===== src/rtl/core/lnr_pkg.sv =====
// Shared types and constants for the letterbox nearest-neighbour resizer.
// Used by the channel interfaces, datapath, controller and top level.
// No dependencies.
package lnr_pkg;

  // Default parameter values
  localparam int DEF_MAX_SOURCE_DIM = 2048;
  localparam int DEF_MAX_TARGET_DIM = 1024;

  // Field widths on the channels and registers
  localparam int PIXW  = 16;
  localparam int SRCRW = 12;
  localparam int TGTRW = 11;
  localparam int IDXW  = 20;
  localparam int CHW   = 8;
  localparam int FITW  = 11;
  localparam int OFSW  = 9;
  localparam int SQW   = 12;
  localparam int SQHW  = 10;

  // APB port
  localparam int CFG_AW = 4;
  localparam int CFG_DW = 32;

  // Register reset values
  localparam logic [SRCRW-1:0] RST_SRC_W = SRCRW'(640);
  localparam logic [SRCRW-1:0] RST_SRC_H = SRCRW'(480);
  localparam logic [TGTRW-1:0] RST_TGT_W = TGTRW'(192);
  localparam logic [TGTRW-1:0] RST_TGT_H = TGTRW'(192);

  // Fixed point
  localparam int FRAC_BITS  = 16;
  localparam int ROUND_HALF = 1 << 15;

  // Channel offset to make signed int8
  localparam logic [CHW-1:0] RGB_BIAS = 8'h80;

  // Register map, indexed by paddr[3:2]
  typedef enum logic [1:0] {
    CFG_SRC_W = 2'd0,
    CFG_SRC_H = 2'd1,
    CFG_TGT_W = 2'd2,
    CFG_TGT_H = 2'd3
  } lnr_cfg_reg_t;

  // Divider job select
  typedef enum logic [1:0] {
    DIV_SCALE_W,
    DIV_SCALE_H,
    DIV_STEP_X,
    DIV_STEP_Y
  } lnr_div_sel_t;

  // Controller states
  typedef enum logic [3:0] {
    ST_IDLE,
    ST_LATCH,
    ST_SCW_GO,
    ST_SCW_WAIT,
    ST_SCH_GO,
    ST_SCH_WAIT,
    ST_MUL_W,
    ST_FIT_W,
    ST_FIT_H,
    ST_PAD,
    ST_STX_GO,
    ST_STX_WAIT,
    ST_STY_GO,
    ST_STY_WAIT,
    ST_INIT,
    ST_PROC
  } lnr_state_t;

  // Controller to datapath
  typedef struct packed {
    logic         step;       // run one pixel through the sampler
    logic         use_held;   // sampler takes the held frame-start pixel
    logic         hold_pix;   // capture the incoming pixel
    logic         latch_dims; // clamp and latch the frame dimensions
    logic         div_start;
    lnr_div_sel_t div_sel;
    logic         mul_w;      // product <= width * scale
    logic         fit_w;      // fitted width from product, product <= height * scale
    logic         fit_h;      // fitted height from product
    logic         set_pad;
    logic         init_frame; // clear counters, set row base
  } lnr_cmd_t;

  // Datapath to controller
  typedef struct packed {
    logic div_done;
    logic out_stall;
  } lnr_sts_t;

endpackage


===== src/rtl/core/lnr_if.sv =====
// Request channels of the resizer: source pixels in, sampled pixels out.
// Depends on lnr_pkg for field widths.
interface lnr_pix_if import lnr_pkg::*; ();
  logic            valid;
  logic            ready;
  logic [PIXW-1:0] pixel_word;
  logic            frame_start;

  modport source(output valid, output pixel_word, output frame_start, input ready);
  modport sink(input valid, input pixel_word, input frame_start, output ready);
endinterface

interface lnr_res_if import lnr_pkg::*; ();
  logic                   valid;
  logic                   ready;
  logic [IDXW-1:0]        dest_index;
  logic signed [CHW-1:0]  red_value;
  logic signed [CHW-1:0]  green_value;
  logic signed [CHW-1:0]  blue_value;
  logic                   frame_done;
  logic [FITW-1:0]        fitted_width;
  logic [FITW-1:0]        fitted_height;
  logic [OFSW-1:0]        offset_x;
  logic [OFSW-1:0]        offset_y;
  logic [SQW-1:0]         square_size;
  logic [SQHW-1:0]        square_pad_half;

  modport source(output valid, output dest_index, output red_value, output green_value,
                 output blue_value, output frame_done, output fitted_width,
                 output fitted_height, output offset_x, output offset_y,
                 output square_size, output square_pad_half, input ready);
  modport sink(input valid, input dest_index, input red_value, input green_value,
               input blue_value, input frame_done, input fitted_width,
               input fitted_height, input offset_x, input offset_y,
               input square_size, input square_pad_half, output ready);
endinterface


===== src/rtl/core/lnr_div.sv =====
// Restoring unsigned divider, one quotient bit per cycle.
// Depends on nothing outside this file.
module lnr_div #(
  parameter int DW = 28,
  parameter int VW = 12
) (
  input  logic          clk,
  input  logic          rst_n,
  input  logic          start,
  input  logic [DW-1:0] dividend,
  input  logic [VW-1:0] divisor,
  output logic          done,
  output logic [DW-1:0] quotient
);

  localparam int CNTW = (DW > 1) ? $clog2(DW) : 1;

  logic            busy_r, busy_nxt;
  logic            done_r, done_nxt;
  logic [CNTW-1:0] cnt_r, cnt_nxt;
  logic [VW-1:0]   rem_r, rem_nxt;
  logic [VW-1:0]   dvs_r, dvs_nxt;
  logic [DW-1:0]   quo_r, quo_nxt;
  logic [VW:0]     trial;

  // One shift-subtract step per cycle
  always_comb begin
    busy_nxt = busy_r;
    done_nxt = 1'b0;
    cnt_nxt  = cnt_r;
    rem_nxt  = rem_r;
    dvs_nxt  = dvs_r;
    quo_nxt  = quo_r;
    trial    = {rem_r, quo_r[DW-1]};
    if (start) begin
      busy_nxt = 1'b1;
      cnt_nxt  = '0;
      rem_nxt  = '0;
      dvs_nxt  = divisor;
      quo_nxt  = dividend;
    end else if (busy_r) begin
      if (trial >= {1'b0, dvs_r}) begin
        rem_nxt = VW'(trial - {1'b0, dvs_r});
        quo_nxt = {quo_r[DW-2:0], 1'b1};
      end else begin
        rem_nxt = VW'(trial);
        quo_nxt = {quo_r[DW-2:0], 1'b0};
      end
      cnt_nxt = CNTW'(cnt_r + 1'b1);
      if (cnt_r == CNTW'(DW - 1)) begin
        busy_nxt = 1'b0;
        done_nxt = 1'b1;
      end
    end
  end

  always_ff @(posedge clk) begin
    if (!rst_n) begin
      busy_r <= 1'b0;
      done_r <= 1'b0;
      cnt_r  <= '0;
    end else begin
      busy_r <= busy_nxt;
      done_r <= done_nxt;
      cnt_r  <= cnt_nxt;
    end
  end

  always_ff @(posedge clk) begin
    rem_r <= rem_nxt;
    dvs_r <= dvs_nxt;
    quo_r <= quo_nxt;
  end

  assign done     = done_r;
  assign quotient = quo_r;

endmodule


===== src/rtl/core/lnr_datapath.sv =====
// Datapath of the resizer: frame setup arithmetic, sampling counters and
// the output register. Depends on lnr_pkg and lnr_div.
module lnr_datapath import lnr_pkg::*; #(
  parameter int MAX_SOURCE_DIM = DEF_MAX_SOURCE_DIM,
  parameter int MAX_TARGET_DIM = DEF_MAX_TARGET_DIM
) (
  input  logic                  clk,
  input  logic                  rst_n,
  input  logic [SRCRW-1:0]      cfg_src_w,
  input  logic [SRCRW-1:0]      cfg_src_h,
  input  logic [TGTRW-1:0]      cfg_tgt_w,
  input  logic [TGTRW-1:0]      cfg_tgt_h,
  input  logic [PIXW-1:0]       in_pixel,
  input  lnr_cmd_t              cmd,
  output lnr_sts_t              sts,
  input  logic                  out_ready,
  output logic                  out_valid,
  output logic [IDXW-1:0]       out_dest_index,
  output logic signed [CHW-1:0] out_red,
  output logic signed [CHW-1:0] out_green,
  output logic signed [CHW-1:0] out_blue,
  output logic                  out_frame_done,
  output logic [FITW-1:0]       out_fit_w,
  output logic [FITW-1:0]       out_fit_h,
  output logic [OFSW-1:0]       out_ofs_x,
  output logic [OFSW-1:0]       out_ofs_y,
  output logic [SQW-1:0]        out_square,
  output logic [SQHW-1:0]       out_square_half
);

  localparam int SW  = $clog2(MAX_SOURCE_DIM + 1);
  localparam int TW  = $clog2(MAX_TARGET_DIM + 1);
  localparam int XW  = (SW > TW) ? SW : TW;
  localparam int DW  = SW + FRAC_BITS;
  localparam int SCW = FRAC_BITS + 1;
  localparam int PW  = SW + SCW;
  localparam int RW  = PW + 1 - FRAC_BITS;
  localparam int RBW = 2 * TW;

  // Frame constants
  logic [SW-1:0]   sw_r, sh_r, big_r;
  logic [SW-2:0]   half_r;
  logic [TW-1:0]   tw_r, th_r, fw_r, fh_r;
  logic [TW-2:0]   pad_x_r, pad_y_r;
  logic [SCW-1:0]  scw_r, sch_r;
  logic [DW-1:0]   step_x_r, step_y_r;
  logic [PW-1:0]   prod_r;
  logic [PIXW-1:0] held_px_r;

  // Sampling state
  logic            frame_valid_r, frame_valid_nxt;
  logic [SW-1:0]   src_col_r, src_col_nxt;
  logic [SW-1:0]   src_row_r, src_row_nxt;
  logic [TW-1:0]   dst_col_r, dst_col_nxt;
  logic [TW-1:0]   dst_row_r, dst_row_nxt;
  logic [DW-1:0]   acc_x_r, acc_x_nxt;
  logic [DW-1:0]   acc_y_r, acc_y_nxt;
  logic [RBW-1:0]  row_base_r, row_base_nxt;

  // Output register
  logic                  out_valid_r;
  logic [IDXW-1:0]       idx_r;
  logic [CHW-1:0]        red_r, green_r, blue_r;
  logic                  done_r;

  // Clamp of the configured dimensions
  logic [SW-1:0]   sw_c, sh_c;
  logic [TW-1:0]   tw_c, th_c, tw_f, th_f;

  always_comb begin
    if (cfg_src_w == '0) sw_c = SW'(1);
    else if (cfg_src_w > MAX_SOURCE_DIM) sw_c = SW'(MAX_SOURCE_DIM);
    else sw_c = SW'(cfg_src_w);
    if (cfg_src_h == '0) sh_c = SW'(1);
    else if (cfg_src_h > MAX_SOURCE_DIM) sh_c = SW'(MAX_SOURCE_DIM);
    else sh_c = SW'(cfg_src_h);
    if (cfg_tgt_w == '0) tw_c = TW'(1);
    else if (cfg_tgt_w > MAX_TARGET_DIM) tw_c = TW'(MAX_TARGET_DIM);
    else tw_c = TW'(cfg_tgt_w);
    if (cfg_tgt_h == '0) th_c = TW'(1);
    else if (cfg_tgt_h > MAX_TARGET_DIM) th_c = TW'(MAX_TARGET_DIM);
    else th_c = TW'(cfg_tgt_h);
    // only downscale
    tw_f = (XW'(tw_c) > XW'(sw_c)) ? TW'(sw_c) : tw_c;
    th_f = (XW'(th_c) > XW'(sh_c)) ? TW'(sh_c) : th_c;
  end

  // Shared divider
  logic [DW-1:0] div_a, div_q;
  logic [SW-1:0] div_b;
  logic          div_done;

  always_comb begin
    case (cmd.div_sel)
      DIV_SCALE_W: begin
        div_a = DW'(tw_r) << FRAC_BITS;
        div_b = sw_r;
      end
      DIV_SCALE_H: begin
        div_a = DW'(th_r) << FRAC_BITS;
        div_b = sh_r;
      end
      DIV_STEP_X: begin
        div_a = DW'(sw_r) << FRAC_BITS;
        div_b = SW'(fw_r);
      end
      DIV_STEP_Y: begin
        div_a = DW'(sh_r) << FRAC_BITS;
        div_b = SW'(fh_r);
      end
      default: begin
        div_a = '0;
        div_b = SW'(1);
      end
    endcase
  end

  lnr_div #(
    .DW(DW),
    .VW(SW)
  ) u_div (
    .clk      (clk),
    .rst_n    (rst_n),
    .start    (cmd.div_start),
    .dividend (div_a),
    .divisor  (div_b),
    .done     (div_done),
    .quotient (div_q)
  );

  // Scale, fitted size rounding and clamp
  logic [SCW-1:0] scale;
  logic [SW-1:0]  mul_a;
  logic [PW:0]    rnd;
  logic [RW-1:0]  fit_raw;
  logic [TW-1:0]  fit_tgt, fit_val;

  always_comb begin
    scale   = (scw_r < sch_r) ? scw_r : sch_r;
    mul_a   = cmd.mul_w ? sw_r : sh_r;
    rnd     = (PW + 1)'(prod_r) + (PW + 1)'(ROUND_HALF);
    fit_raw = RW'(rnd >> FRAC_BITS);
    fit_tgt = cmd.fit_w ? tw_r : th_r;
    if (fit_raw == '0) fit_val = TW'(1);
    else if (fit_raw > (RW > TW ? RW : TW)'(fit_tgt)) fit_val = fit_tgt;
    else fit_val = TW'(fit_raw);
  end

  // Frame setup registers
  always_ff @(posedge clk) begin
    if (cmd.hold_pix) held_px_r <= in_pixel;
    if (cmd.latch_dims) begin
      sw_r <= sw_c;
      sh_r <= sh_c;
      tw_r <= tw_f;
      th_r <= th_f;
      if (sh_c > sw_c) begin
        big_r  <= sh_c;
        half_r <= (SW - 1)'((sh_c - sw_c) >> 1);
      end else begin
        big_r  <= sw_c;
        half_r <= (SW - 1)'((sw_c - sh_c) >> 1);
      end
    end
    if (div_done) begin
      case (cmd.div_sel)
        DIV_SCALE_W: scw_r    <= SCW'(div_q);
        DIV_SCALE_H: sch_r    <= SCW'(div_q);
        DIV_STEP_X:  step_x_r <= div_q;
        DIV_STEP_Y:  step_y_r <= div_q;
        default: ;
      endcase
    end
    if (cmd.mul_w || cmd.fit_w) prod_r <= PW'(mul_a) * PW'(scale);
    if (cmd.fit_w) fw_r <= fit_val;
    if (cmd.fit_h) fh_r <= fit_val;
    if (cmd.set_pad) begin
      pad_x_r <= (TW - 1)'((tw_r - fw_r) >> 1);
      pad_y_r <= (TW - 1)'((th_r - fh_r) >> 1);
    end
  end

  // Sampler: nearest source row and column hits for the current pixel
  logic [PIXW-1:0] px;
  logic            active, row_hit, hit, row_end, last;
  logic [SW-1:0]   sy, sx;

  always_comb begin
    px      = cmd.use_held ? held_px_r : in_pixel;
    sy      = SW'(acc_y_r >> FRAC_BITS);
    sx      = SW'(acc_x_r >> FRAC_BITS);
    active  = frame_valid_r && (src_row_r < sh_r);
    row_hit = active && (dst_row_r < fh_r) && (sy == src_row_r);
    hit     = row_hit && (dst_col_r < fw_r) && (sx == src_col_r);
    row_end = ((SW + 1)'(src_col_r) + (SW + 1)'(1)) >= (SW + 1)'(sw_r);
    last    = ((TW + 1)'(dst_row_r) + (TW + 1)'(1) == (TW + 1)'(fh_r)) &&
              ((TW + 1)'(dst_col_r) + (TW + 1)'(1) == (TW + 1)'(fw_r));

    frame_valid_nxt = frame_valid_r;
    src_col_nxt     = src_col_r;
    src_row_nxt     = src_row_r;
    dst_col_nxt     = dst_col_r;
    dst_row_nxt     = dst_row_r;
    acc_x_nxt       = acc_x_r;
    acc_y_nxt       = acc_y_r;
    row_base_nxt    = row_base_r;

    if (cmd.init_frame) begin
      frame_valid_nxt = 1'b1;
      src_col_nxt     = '0;
      src_row_nxt     = '0;
      dst_col_nxt     = '0;
      dst_row_nxt     = '0;
      acc_x_nxt       = '0;
      acc_y_nxt       = '0;
      row_base_nxt    = RBW'(pad_y_r * tw_r);
    end else if (cmd.step && active) begin
      if (hit) begin
        dst_col_nxt = TW'(dst_col_r + 1'b1);
        acc_x_nxt   = DW'(acc_x_r + step_x_r);
      end
      if (row_end) begin
        src_col_nxt = '0;
        src_row_nxt = SW'(src_row_r + 1'b1);
        if (row_hit) begin
          dst_row_nxt  = TW'(dst_row_r + 1'b1);
          dst_col_nxt  = '0;
          acc_x_nxt    = '0;
          acc_y_nxt    = DW'(acc_y_r + step_y_r);
          row_base_nxt = RBW'(row_base_r + RBW'(tw_r));
        end
      end else begin
        src_col_nxt = SW'(src_col_r + 1'b1);
      end
    end
  end

  always_ff @(posedge clk) begin
    if (!rst_n) begin
      frame_valid_r <= 1'b0;
      src_col_r     <= '0;
      src_row_r     <= '0;
      dst_col_r     <= '0;
      dst_row_r     <= '0;
      acc_x_r       <= '0;
      acc_y_r       <= '0;
      row_base_r    <= '0;
    end else begin
      frame_valid_r <= frame_valid_nxt;
      src_col_r     <= src_col_nxt;
      src_row_r     <= src_row_nxt;
      dst_col_r     <= dst_col_nxt;
      dst_row_r     <= dst_row_nxt;
      acc_x_r       <= acc_x_nxt;
      acc_y_r       <= acc_y_nxt;
      row_base_r    <= row_base_nxt;
    end
  end

  // Output register: loaded on a hit, cleared when taken
  logic load_out;
  assign load_out = cmd.step && hit;

  always_ff @(posedge clk) begin
    if (!rst_n) begin
      out_valid_r <= 1'b0;
    end else if (load_out) begin
      out_valid_r <= 1'b1;
    end else if (out_ready) begin
      out_valid_r <= 1'b0;
    end
  end

  always_ff @(posedge clk) begin
    if (load_out) begin
      idx_r   <= IDXW'((RBW + 1)'(row_base_r) + (RBW + 1)'(pad_x_r) + (RBW + 1)'(dst_col_r));
      red_r   <= {px[15:11], 3'b000} ^ RGB_BIAS;
      green_r <= {px[10:5], 2'b00} ^ RGB_BIAS;
      blue_r  <= {px[4:0], 3'b000} ^ RGB_BIAS;
      done_r  <= last;
    end
  end

  assign sts.div_done  = div_done;
  assign sts.out_stall = out_valid_r && !out_ready;

  assign out_valid       = out_valid_r;
  assign out_dest_index  = idx_r;
  assign out_red         = red_r;
  assign out_green       = green_r;
  assign out_blue        = blue_r;
  assign out_frame_done  = done_r;
  assign out_fit_w       = FITW'(fw_r);
  assign out_fit_h       = FITW'(fh_r);
  assign out_ofs_x       = OFSW'(pad_x_r);
  assign out_ofs_y       = OFSW'(pad_y_r);
  assign out_square      = SQW'(big_r);
  assign out_square_half = SQHW'(half_r);

endmodule


===== src/rtl/core/lnr_ctrl.sv =====
// Controller of the resizer: accepts pixels and sequences the per-frame setup.
// Depends on lnr_pkg.
module lnr_ctrl import lnr_pkg::*; (
  input  logic     clk,
  input  logic     rst_n,
  input  logic     in_valid,
  input  logic     in_frame_start,
  output logic     in_ready,
  input  lnr_sts_t sts,
  output lnr_cmd_t cmd
);

  lnr_state_t state_r, state_nxt;

  always_ff @(posedge clk) begin
    if (!rst_n) begin
      state_r <= ST_IDLE;
    end else begin
      state_r <= state_nxt;
    end
  end

  // Next state and commands
  always_comb begin
    state_nxt = state_r;
    cmd       = '0;
    in_ready  = 1'b0;
    case (state_r)
      ST_IDLE: begin
        in_ready = !sts.out_stall;
        if (in_valid && !sts.out_stall) begin
          if (in_frame_start) begin
            cmd.hold_pix = 1'b1;
            state_nxt    = ST_LATCH;
          end else begin
            cmd.step = 1'b1;
          end
        end
      end
      ST_LATCH: begin
        cmd.latch_dims = 1'b1;
        state_nxt      = ST_SCW_GO;
      end
      ST_SCW_GO: begin
        cmd.div_sel   = DIV_SCALE_W;
        cmd.div_start = 1'b1;
        state_nxt     = ST_SCW_WAIT;
      end
      ST_SCW_WAIT: begin
        cmd.div_sel = DIV_SCALE_W;
        if (sts.div_done) state_nxt = ST_SCH_GO;
      end
      ST_SCH_GO: begin
        cmd.div_sel   = DIV_SCALE_H;
        cmd.div_start = 1'b1;
        state_nxt     = ST_SCH_WAIT;
      end
      ST_SCH_WAIT: begin
        cmd.div_sel = DIV_SCALE_H;
        if (sts.div_done) state_nxt = ST_MUL_W;
      end
      ST_MUL_W: begin
        cmd.mul_w = 1'b1;
        state_nxt = ST_FIT_W;
      end
      ST_FIT_W: begin
        cmd.fit_w = 1'b1;
        state_nxt = ST_FIT_H;
      end
      ST_FIT_H: begin
        cmd.fit_h = 1'b1;
        state_nxt = ST_PAD;
      end
      ST_PAD: begin
        cmd.set_pad = 1'b1;
        state_nxt   = ST_STX_GO;
      end
      ST_STX_GO: begin
        cmd.div_sel   = DIV_STEP_X;
        cmd.div_start = 1'b1;
        state_nxt     = ST_STX_WAIT;
      end
      ST_STX_WAIT: begin
        cmd.div_sel = DIV_STEP_X;
        if (sts.div_done) state_nxt = ST_STY_GO;
      end
      ST_STY_GO: begin
        cmd.div_sel   = DIV_STEP_Y;
        cmd.div_start = 1'b1;
        state_nxt     = ST_STY_WAIT;
      end
      ST_STY_WAIT: begin
        cmd.div_sel = DIV_STEP_Y;
        if (sts.div_done) state_nxt = ST_INIT;
      end
      ST_INIT: begin
        cmd.init_frame = 1'b1;
        state_nxt      = ST_PROC;
      end
      ST_PROC: begin
        // sample the held first pixel once the output slot is free
        if (!sts.out_stall) begin
          cmd.step     = 1'b1;
          cmd.use_held = 1'b1;
          state_nxt    = ST_IDLE;
        end
      end
      default: state_nxt = ST_IDLE;
    endcase
  end

endmodule


===== src/rtl/core/letterbox_nearest_resize_rgb565_core.sv =====
// Top level of the letterbox nearest-neighbour RGB565 resizer.
// Depends on lnr_pkg, lnr_if, lnr_ctrl and lnr_datapath.
//
// Use: source pixels arrive in raster order on in_if (valid/ready); each
// request carries an RGB565 word and a frame_start flag. Sampled pixels leave
// on out_if with the destination index, signed 8-bit channels and the frame's
// letterbox figures. The four dimension registers sit on the APB port at
// byte addresses 0, 4, 8 and 12 and take effect at the next frame start.
// Flow: an ordinary pixel is accepted every cycle while the output register
// is not stalled, and its result, if any, sits in the output register in the
// cycle after. A pixel with frame_start set holds the input off during frame
// setup: latch the dimensions, run four divisions in the one shift-subtract
// divider, fit, pad, clear the counters and sample the held pixel, whose
// result then sits in the register. Reset: the registers return to 640x480
// -> 192x192, counters clear, and no result is given until the first frame
// start. A stalled receiver holds the output register; input is accepted
// again as soon as it is taken.
module letterbox_nearest_resize_rgb565_core import lnr_pkg::*; #(
  parameter int MAX_SOURCE_DIM = DEF_MAX_SOURCE_DIM,
  parameter int MAX_TARGET_DIM = DEF_MAX_TARGET_DIM
) (
  input  logic              clk,
  input  logic              rst_n,
  lnr_pix_if.sink           in_if,
  lnr_res_if.source         out_if,
  input  logic              cfg_psel,
  input  logic              cfg_penable,
  input  logic              cfg_pwrite,
  input  logic [CFG_AW-1:0] cfg_paddr,
  input  logic [CFG_DW-1:0] cfg_pwdata,
  output logic [CFG_DW-1:0] cfg_prdata,
  output logic              cfg_pready
);

  logic [SRCRW-1:0] src_w_r, src_h_r;
  logic [TGTRW-1:0] tgt_w_r, tgt_h_r;
  lnr_cfg_reg_t     cfg_sel;
  lnr_cmd_t         cmd;
  lnr_sts_t         sts;
  logic             in_ready;

  // Register file
  assign cfg_sel    = lnr_cfg_reg_t'(cfg_paddr[3:2]);
  assign cfg_pready = 1'b1;

  always_ff @(posedge clk) begin
    if (!rst_n) begin
      src_w_r <= RST_SRC_W;
      src_h_r <= RST_SRC_H;
      tgt_w_r <= RST_TGT_W;
      tgt_h_r <= RST_TGT_H;
    end else if (cfg_psel && cfg_penable && cfg_pwrite) begin
      case (cfg_sel)
        CFG_SRC_W: src_w_r <= cfg_pwdata[SRCRW-1:0];
        CFG_SRC_H: src_h_r <= cfg_pwdata[SRCRW-1:0];
        CFG_TGT_W: tgt_w_r <= cfg_pwdata[TGTRW-1:0];
        CFG_TGT_H: tgt_h_r <= cfg_pwdata[TGTRW-1:0];
        default: ;
      endcase
    end
  end

  always_comb begin
    case (cfg_sel)
      CFG_SRC_W: cfg_prdata = CFG_DW'(src_w_r);
      CFG_SRC_H: cfg_prdata = CFG_DW'(src_h_r);
      CFG_TGT_W: cfg_prdata = CFG_DW'(tgt_w_r);
      CFG_TGT_H: cfg_prdata = CFG_DW'(tgt_h_r);
      default:   cfg_prdata = '0;
    endcase
  end

  // Controller
  lnr_ctrl u_ctrl (
    .clk            (clk),
    .rst_n          (rst_n),
    .in_valid       (in_if.valid),
    .in_frame_start (in_if.frame_start),
    .in_ready       (in_ready),
    .sts            (sts),
    .cmd            (cmd)
  );

  assign in_if.ready = in_ready;

  // Datapath
  lnr_datapath #(
    .MAX_SOURCE_DIM(MAX_SOURCE_DIM),
    .MAX_TARGET_DIM(MAX_TARGET_DIM)
  ) u_dp (
    .clk             (clk),
    .rst_n           (rst_n),
    .cfg_src_w       (src_w_r),
    .cfg_src_h       (src_h_r),
    .cfg_tgt_w       (tgt_w_r),
    .cfg_tgt_h       (tgt_h_r),
    .in_pixel        (in_if.pixel_word),
    .cmd             (cmd),
    .sts             (sts),
    .out_ready       (out_if.ready),
    .out_valid       (out_if.valid),
    .out_dest_index  (out_if.dest_index),
    .out_red         (out_if.red_value),
    .out_green       (out_if.green_value),
    .out_blue        (out_if.blue_value),
    .out_frame_done  (out_if.frame_done),
    .out_fit_w       (out_if.fitted_width),
    .out_fit_h       (out_if.fitted_height),
    .out_ofs_x       (out_if.offset_x),
    .out_ofs_y       (out_if.offset_y),
    .out_square      (out_if.square_size),
    .out_square_half (out_if.square_pad_half)
  );

endmodule

===== src/flat_wrapper.sv =====
// flat-port wrapper written by rule: the top's interface ports become plain ports
module letterbox_nearest_resize_rgb565_core_flat import lnr_pkg::*;
#(
  parameter int MAX_SOURCE_DIM = DEF_MAX_SOURCE_DIM,
  parameter int MAX_TARGET_DIM = DEF_MAX_TARGET_DIM
)
  (clk, rst_n, cfg_psel, cfg_penable, cfg_pwrite, cfg_paddr, cfg_pwdata, cfg_prdata, cfg_pready, in_if_valid, in_if_pixel_word, in_if_frame_start, in_if_ready, out_if_valid, out_if_dest_index, out_if_red_value, out_if_green_value, out_if_blue_value, out_if_frame_done, out_if_fitted_width, out_if_fitted_height, out_if_offset_x, out_if_offset_y, out_if_square_size, out_if_square_pad_half, out_if_ready);
  lnr_pix_if in_if_i ();
  lnr_res_if out_if_i ();
  input  logic clk;
  input  logic rst_n;
  input  logic cfg_psel;
  input  logic cfg_penable;
  input  logic cfg_pwrite;
  input  logic [CFG_AW-1:0] cfg_paddr;
  input  logic [CFG_DW-1:0] cfg_pwdata;
  output logic [CFG_DW-1:0] cfg_prdata;
  output logic cfg_pready;
  input wire logic [$bits(in_if_i.valid)-1:0] in_if_valid;
  input wire logic [$bits(in_if_i.pixel_word)-1:0] in_if_pixel_word;
  input wire logic [$bits(in_if_i.frame_start)-1:0] in_if_frame_start;
  output wire logic [$bits(in_if_i.ready)-1:0] in_if_ready;
  output wire logic [$bits(out_if_i.valid)-1:0] out_if_valid;
  output wire logic [$bits(out_if_i.dest_index)-1:0] out_if_dest_index;
  output wire logic [$bits(out_if_i.red_value)-1:0] out_if_red_value;
  output wire logic [$bits(out_if_i.green_value)-1:0] out_if_green_value;
  output wire logic [$bits(out_if_i.blue_value)-1:0] out_if_blue_value;
  output wire logic [$bits(out_if_i.frame_done)-1:0] out_if_frame_done;
  output wire logic [$bits(out_if_i.fitted_width)-1:0] out_if_fitted_width;
  output wire logic [$bits(out_if_i.fitted_height)-1:0] out_if_fitted_height;
  output wire logic [$bits(out_if_i.offset_x)-1:0] out_if_offset_x;
  output wire logic [$bits(out_if_i.offset_y)-1:0] out_if_offset_y;
  output wire logic [$bits(out_if_i.square_size)-1:0] out_if_square_size;
  output wire logic [$bits(out_if_i.square_pad_half)-1:0] out_if_square_pad_half;
  input wire logic [$bits(out_if_i.ready)-1:0] out_if_ready;
  assign in_if_i.valid = in_if_valid;
  assign in_if_i.pixel_word = in_if_pixel_word;
  assign in_if_i.frame_start = in_if_frame_start;
  assign in_if_ready = in_if_i.ready;
  assign out_if_valid = out_if_i.valid;
  assign out_if_dest_index = out_if_i.dest_index;
  assign out_if_red_value = out_if_i.red_value;
  assign out_if_green_value = out_if_i.green_value;
  assign out_if_blue_value = out_if_i.blue_value;
  assign out_if_frame_done = out_if_i.frame_done;
  assign out_if_fitted_width = out_if_i.fitted_width;
  assign out_if_fitted_height = out_if_i.fitted_height;
  assign out_if_offset_x = out_if_i.offset_x;
  assign out_if_offset_y = out_if_i.offset_y;
  assign out_if_square_size = out_if_i.square_size;
  assign out_if_square_pad_half = out_if_i.square_pad_half;
  assign out_if_i.ready = out_if_ready;
  letterbox_nearest_resize_rgb565_core #(.MAX_SOURCE_DIM(MAX_SOURCE_DIM), .MAX_TARGET_DIM(MAX_TARGET_DIM)) u_core (.clk(clk), .rst_n(rst_n), .in_if(in_if_i), .out_if(out_if_i), .cfg_psel(cfg_psel), .cfg_penable(cfg_penable), .cfg_pwrite(cfg_pwrite), .cfg_paddr(cfg_paddr), .cfg_pwdata(cfg_pwdata), .cfg_prdata(cfg_prdata), .cfg_pready(cfg_pready));
endmodule

===== config.mk =====
export PLATFORM = sky130hd
export DESIGN_NAME = letterbox_nearest_resize_rgb565_core_flat
export DESIGN_NICKNAME = d
export VERILOG_FILES = /design/src/rtl/core/lnr_pkg.sv /design/src/rtl/core/lnr_if.sv /design/src/rtl/core/lnr_div.sv /design/src/rtl/core/lnr_datapath.sv /design/src/rtl/core/lnr_ctrl.sv /design/src/rtl/core/letterbox_nearest_resize_rgb565_core.sv /design/src/flat_wrapper.sv
export SDC_FILE = /design/constraint.sdc
export NUM_CORES = 2
export LEC_CHECK = 0
export ABC_AREA = 1
export BUFFER_PORTS_ARGS = -buffer_cell sky130_fd_sc_hd__buf_4
export CAP_MARGIN = 20
export CORE_ASPECT_RATIO = 0.9
export CORE_UTILIZATION = 40
export CTS_CLUSTER_SIZE = 12
export DETAILED_ROUTE_END_ITERATION = 12
export PLACE_DENSITY = 0.65
export SYNTH_ARGS = -nofsm -noshare
export SYNTH_HDL_FRONTEND = slang
export SYNTH_SLANG_ARGS = --single-unit

===== constraint.sdc =====
create_clock -name clk -period 8.3 [get_ports clk]
set_input_delay 0.415 -clock clk [delete_from_list [all_inputs] [get_ports clk]]
set_output_delay 0.415 -clock clk [all_outputs]
set_load 0.03 [all_outputs]

After elaboration in Yosys (flattened, before gate mapping) --
Cells that the tools add are included.
Storage, ports and cells: bits in registers 517, input port bits 60, logic and storage cells 229
Cells by class: $add $sub $neg 19, $mul 2, order comparisons 14, equal/unequal tests 33, mux-type cells 67, bitwise operators 5, reduce and logical (&&, ||, !) cells 47
Operators with widths (number):
- 2-to-1 mux 28 bit | 5
- 2-to-1 mux 11 bit | 12
- one-hot mux 32 bit (4 select lines) | 1
- one-hot mux 28 bit (4 select lines) | 1
- 2-to-1 mux 12 bit | 8
- 2-to-1 mux 21 bit | 4
- one-hot mux 4 bit (16 select lines) | 1
- adder 28 bit | 2
- one-hot mux 12 bit (4 select lines) | 1
- subtractor 11 bit | 4
- == test 4 bit, second input constant | 8
- adder 29 x 16 -> 30 bit, second input constant | 1
- multiplier 12 x 17 -> 29 bit | 1
- 2-to-1 mux 4 bit | 7
- >= comparator 13 x 12 -> 1 bit | 2
- adder 11 x 1 -> 12 bit, second input constant | 2
- adder 12 x 1 -> 12 bit, second input constant | 2
- == test 12 x 11 -> 1 bit | 2
- == test 12 bit | 2
- greater-than comparator 11 x 12 -> 1 bit | 2
- greater-than comparator 12 bit, second input constant | 2
- logical NOT 12 bit | 2
- adder 11 x 1 -> 11 bit, second input constant | 2
- adder 22 x 11 -> 22 bit | 1
- 41 further kinds | 112

Depth between registers and ports, before layout --
depth in word-level cells 9, depth in mapped cells 36, mapped depth without buffers 35

Hierarchy --
A second synthesis with hierarchy kept.
Unflattened totals: cell total of the unflattened synthesis 5204, area, all modules 41137.0 µm²
By module, submodules not included:
- lnr_datapath | instances 1, cells each 4371, area each 35250.1 µm², sequential area each 10500.1 µm²
- lnr_div | instances 1, cells each 404, area each 3229.3 µm², sequential area each 1581.5 µm²
- letterbox_nearest_resize_rgb565_core | instances 1, cells each 353, area each 2268.4 µm², sequential area each 920.9 µm²
- lnr_ctrl | instances 1, cells each 76, area each 389.1 µm², sequential area each 80.1 µm²

Worst setup path before layout --
Ideal clock, no wire load.
path type register -> register, from reg u_core.u_ctrl.state_r[2], to reg u_core.u_dp.prod_r[28], data pin, library setup time 252 ps, arrival time 6387 ps, setup slack 1660 ps, stages on the path, launching flop included 29, buffers on the path 3, cells stage by stage dfxtp_1 buf_2 nand2_1 nor2_2 nand2_1 clkbuf_1 nand2_1 o21ai_1 inv_1 clkbuf_1 nor2_1 fa_1 inv_1 fa_1 inv_1 fa_1 fa_1 inv_1 fa_1 inv_1 ha_1 a21oi_1 o21ai_0 a21oi_1 o21ai_0 a2111oi_0 nand2_1 nand2_1 nand2_1
On the way: word-level cells in the longest chain between the ends 4
Ends and longest elaborated chain:
- start: declaration | RTL line lnr_ctrl.sv:13 | lnr_state_t state_r, state_nxt;
- start signal: assignment | RTL line lnr_ctrl.sv:19 | state_r <= state_nxt;
- == test 4 x 3 -> 1 bit | RTL line lnr_ctrl.sv:28 | case (state_r)
- 2-to-1 mux 1 bit | RTL line lnr_ctrl.sv:28
- 2-to-1 mux 12 bit | RTL line lnr_datapath.sv:140 | mul_a = cmd.mul_w ? sw_r : sh_r;
- multiplier 12 x 17 -> 29 bit | RTL line lnr_datapath.sv:174 | if (cmd.mul_w || cmd.fit_w) prod_r <= PW'(mul_a) * PW'(scale);
- end signal: assignment | RTL line lnr_datapath.sv:174
- end: declaration | RTL line lnr_datapath.sv:47 | logic [PW-1:0] prod_r;
No other way between the ends. A chain may end at the register's enable or synchronous reset.

Final worst setup path --
from reg u_core.u_dp.scw_r[12], to reg u_core.u_dp.prod_r[22], data pin
On the way: word-level cells in the longest chain between the ends 3
Ends and longest elaborated chain:
- start: declaration | RTL line lnr_datapath.sv:45 | logic [SCW-1:0] scw_r, sch_r;
- start signal: assignment | RTL line lnr_datapath.sv:167 | DIV_SCALE_W: scw_r <= SCW'(div_q);
- less-than comparator 17 bit | RTL line lnr_datapath.sv:139 | scale = (scw_r < sch_r) ? scw_r : sch_r;
- 2-to-1 mux 17 bit (*) | RTL line lnr_datapath.sv:139
- multiplier 12 x 17 -> 29 bit (*) | RTL line lnr_datapath.sv:174
Every way passes the cells marked *; elsewhere a longest branch is shown, timed or not.

==> impl_metrics.yaml <==
critical_path:
  worst-setup-path-type: "register to register"
  critPathCaptureType: "register"
  crit_slowest_cell: "sky130_fd_sc_hd__fa_1"
  required_ns: 8.67
  worst-endpoint-arrival_ns: 7.97
  slowest_delay_ns: 0.58
  critical_path.startpoint_type: "register"
  beginning_of_the_worst_register_to_register_path: "u_core.u_dp.scw_r[12]"
  crit_path_frequent_cell: "sky130_fd_sc_hd__nand2_1"
  setup.worst_path.start: "u_core.u_dp.scw_r[12]"
  crit_buf_inv: 7
  path_max_fanout: 22
  timing.critical_path.max_delay_family: "adder cells"
layout:
  post_layout_nonfiller_instances: 6522
  fraction_of_final_layout_cells_sized_beyond_drive_strength_1_pct: 6.33
  postLayoutCoreUtil_pct: 44.7
  area.growth.synth_to_final_pct: 10.6
  final.fill_count: 9929
  finalNetCount: 5777
  n_antenna_cell: 0
timing:
  timing.final.hold_violations: 0
  setup_total_negative_slack_ns: 0
  timing.slew.headroom_pct: 30.8
  tightest_pin_transition_ns: 1.04
  skew_ns: 0.0312
  min_period_over_period_pct: 91.6
  timing_max_transition_violations_final: 0
  setup_viol: 0
  min_period_ns: 7.60
  grt_setup_unrepaired: "no"
  achievable-frequency_ghz: 0.132
hold_path:
  hold_path_startpoint: "cfg_pwdata[6]"
  hold_class: "input port to register"
die:
  starting_density_pct: 40.4
  floorplan.io_pins: 202
  core_area_mm2: 0.100
  floorplan.die.height_um: 304
  floorplan.die.width_um: 337
  rows: 110
  fp.dieArea_mm2: 0.103
logic_synthesis:
  synth_seq_cells: 500
  proportion_of_synthesized_area_in_mux_cells_pct: 0.371
  synthesis.area_mm2: 0.0405
  synth_warnings: 0
  yosys.area_share.simple_pct: 19.4
  post_synth_xor_area_fraction_pct: 3.87
  synth_edf_count: 307
  ys_seq_area_share_pct: 32.3
  syn-mean-instance-area_um2: 8.05
  synthDistinctLibCells: 64
  share_of_flip_flops_with_an_asynchronous_set_or_reset_pct: 0
  postSynth.topFlopCell: "sky130_fd_sc_hd__edfxtp_1"
  synth_cells: 5032
  largest_family_of_logic_cells_by_synthesized_area: "adder cells"
  fraction_of_the_mapped_netlist_area_in_compound_gates_pct: 12.2
  adder_cell_share_of_the_synthesized_area_pct: 22.4
detailed_routing:
  antenna_left: 0
  routedWlPerCell_um: 18.4
  detailedRoute.firstPassIterationCount: 6
  route.met2.wl_um: 50600
  top_signal_layer_used: "met4"
  route.layer.met1.wl_um: 55800
  detailroute.wirelength.met3_um: 10100
  num_vias: 34600
  drc: 0
  routed_wirelength_um: 120000
  route.detailed.vias_per_inst: 5.31
  drt_iter0_drc: 3622
run_status:
  run_status: "finished clean"
placed_design:
  count_of_placed_standard_cells_including_taps: 6403
  place_congestion: 0.949
  io_buffers: 150
  dp_hpwl_um: 93100
power:
  power.static_leakage_nw: 20.8
  peakVddDrop_v: 0.000201
  power_mw: 9.34
  power_density_mw_per_mm2: 208
clock_tree:
  tritoncts_num_sinks: 500
  cts.path.max_buffers: 3
  clk_transition_reported_paths_ns: 0.06
  cts_buffer_count: 55
  cts_root_buf: "sky130_fd_sc_hd__clkbuf_16"
  tritoncts_clock_tree: "built"
  post-cts-setup-buffer-count: 0
  ctsHtreeMaxLevel: 2
  clk_latency_ns: 0.65
global_routing:
  grt_antenna_before_repair: 0
  global_route.usage.total_pct: 23.4
  globalRouteOverflowTotal: 0
  global_route_wire_length_before_repair_um: 188000
  vias_in_the_first_global_route: 32700
  maximum_number_of_pins_on_one_net_before_global_route_repair: 75
job:
  drv.max_cap_violation_count: 0
## power breakdown
part	total, mW	switching, mW	internal [mW]
Sequential	3.00	0.144	2.86
Clock	2.53	1.07	1.46
Combinational	3.81	2.46	1.34
## stage by stage
step	area [um^2]	hold WS, ns	worst slack, ns
3_5_place_dp	42800	0.459	0.624
5_1_grt	44800	0.0400	0.0161
3_3_place_gp	42800	0.451	0.648
6_report	44800	0.0421	0.699
4_1_cts	44800	0.00682	0.524
2_1_floorplan	40600	0.444	1.66
## cells by family (layout without fill, tap and decap cells)
| group | Yosys count | after routing |
|---|---|---|
| buffers and inverters | 954 | 1073 |
| DFF | 500 | 500 |
| AOI/OAI and AO/OA | 882 | 882 |
| other | 2 | 29 |
| muxes | 15 | 15 |
| xor gates and xnor gates | 179 | 179 |
| adders and majority gates | 582 | 582 |
| and+or+nand+nor | 1918 | 1918 |
## metal layers
metal  vias up  track usage (%)
li1      16600                -
met1     16500             35.0
met2      1279             34.3
met3       185             3.86
met4         0             6.87
met5         -                0
## timing repair
| action | in CTS | in global routing |
|---|---|---|
| hold buffers | 16 | 0 |
| endpoints found under the hold margin | 16 | 0 |
| resized for setup | 0 | 8 |
| setup endpoints to repair | 0 | 2 |
## layout by cell type (no fill, tap or decap), types with 29 or more instances in the layout
cell type,netlist,routed
sky130_fd_sc_hd__inv_1,746,746
sky130_fd_sc_hd__xor2_1,121,121
sky130_fd_sc_hd__conb_1,2,29
sky130_fd_sc_hd__nor2_1,379,375
sky130_fd_sc_hd__nor3_1,70,68
sky130_fd_sc_hd__nand3_1,173,173
sky130_fd_sc_hd__edfxtp_1,307,307
sky130_fd_sc_hd__nand2_1,1175,1175
sky130_fd_sc_hd__xnor2_1,58,58
sky130_fd_sc_hd__clkbuf_16,0,58
sky130_fd_sc_hd__buf_4,55,189
sky130_fd_sc_hd__fa_1,237,237
sky130_fd_sc_hd__ha_1,345,345
sky130_fd_sc_hd__dfxtp_1,193,193
sky130_fd_sc_hd__a21oi_1,387,387
sky130_fd_sc_hd__nand4_1,48,48
sky130_fd_sc_hd__o211ai_1,35,35
sky130_fd_sc_hd__o21ai_0,285,275
## cell type report
| class | instances | area [um^2] | share of cell area (%) |
|---|---|---|---|
| Clock buffer | 77 | 1580 | 3.53 |
| Clock inverter | 23 | 255 | 0.570 |
| Inverter | 766 | 2880 | 6.42 |
| Multi-Input combinational cell | 3605 | 23700 | 52.9 |
| Sequential cell | 500 | 13100 | 29.2 |
| Tap cell | 1344 | 1680 | 3.75 |
| Timing Repair Buffer | 207 | 1610 | 3.59 |
## Yosys cell counts (all sizes together), types with 23 or more instances
library cell,n,area share [%]
nand2,1178,11
fa,237,12
nor4,25,0.40
buf,73,1.3
dfxtp,193,9.5
a21oi,388,4.8
o21ai,300,3.7
nor3,71,0.91
nand3,175,2.2
inv,757,7.0
xor2,121,2.6
edfxtp,307,23
o22ai,24,0.37
clkbuf,115,1.1
xnor2,58,1.3
nor2,389,3.7
ha,345,11
a21o,23,0.43
o211ai,35,0.65
nand4,49,0.77
## path summary, 6_finish.rpt
kind / end / slack, ns / cells past startpoint
worst max-delay path: u_core.u_dp.prod_r[22] / 0.70 / 31
worst min-delay path: u_core.src_h_r[6] / 0.04 / 3
worst max register to register: u_core.u_dp.prod_r[22] / 0.70 / 31
worst min register to register: u_core.u_dp.acc_y_r[11] / 0.47 / 2
## worst register-to-register path: cells and delay by family (launching register included)
kind                     cells  cell delay, ns
AO/OA/AOI/OAI                3            0.92
XOR/XNOR                     1            0.19
adder cells (fa/ha/maj)      7            3.32
buffers and inverters        7            1.02
flip-flops                   1            0.40
AND/OR/NAND/NOR             13            1.48
## sequential cells by signal, indices dropped and copies added, names as in the netlist, 12 cells and up, named ones only
register / cells
u_core.u_dp.sch_r: 17
u_core.u_dp.acc_x_r: 28
u_core.u_dp.u_div.dvs_r: 12
u_core.u_dp.out_dest_index: 20
u_core.u_dp.acc_y_r: 28
u_core.u_dp.held_px_r: 16
u_core.u_dp.sh_r: 12
u_core.u_dp.u_div.rem_r: 12
u_core.u_dp.step_y_r: 28
u_core.u_dp.row_base_r: 20
u_core.u_dp.prod_r: 14
u_core.src_w_r: 12
u_core.u_dp.sw_r: 12
u_core.u_dp.step_x_r: 28
u_core.u_dp.out_square: 12
u_core.u_dp.scw_r: 17
u_core.u_dp.src_row_r: 12
u_core.src_h_r: 12
u_core.u_dp.u_div.quotient: 28
u_core.u_dp.src_col_r: 12
(Power assumes the default switching activity.)
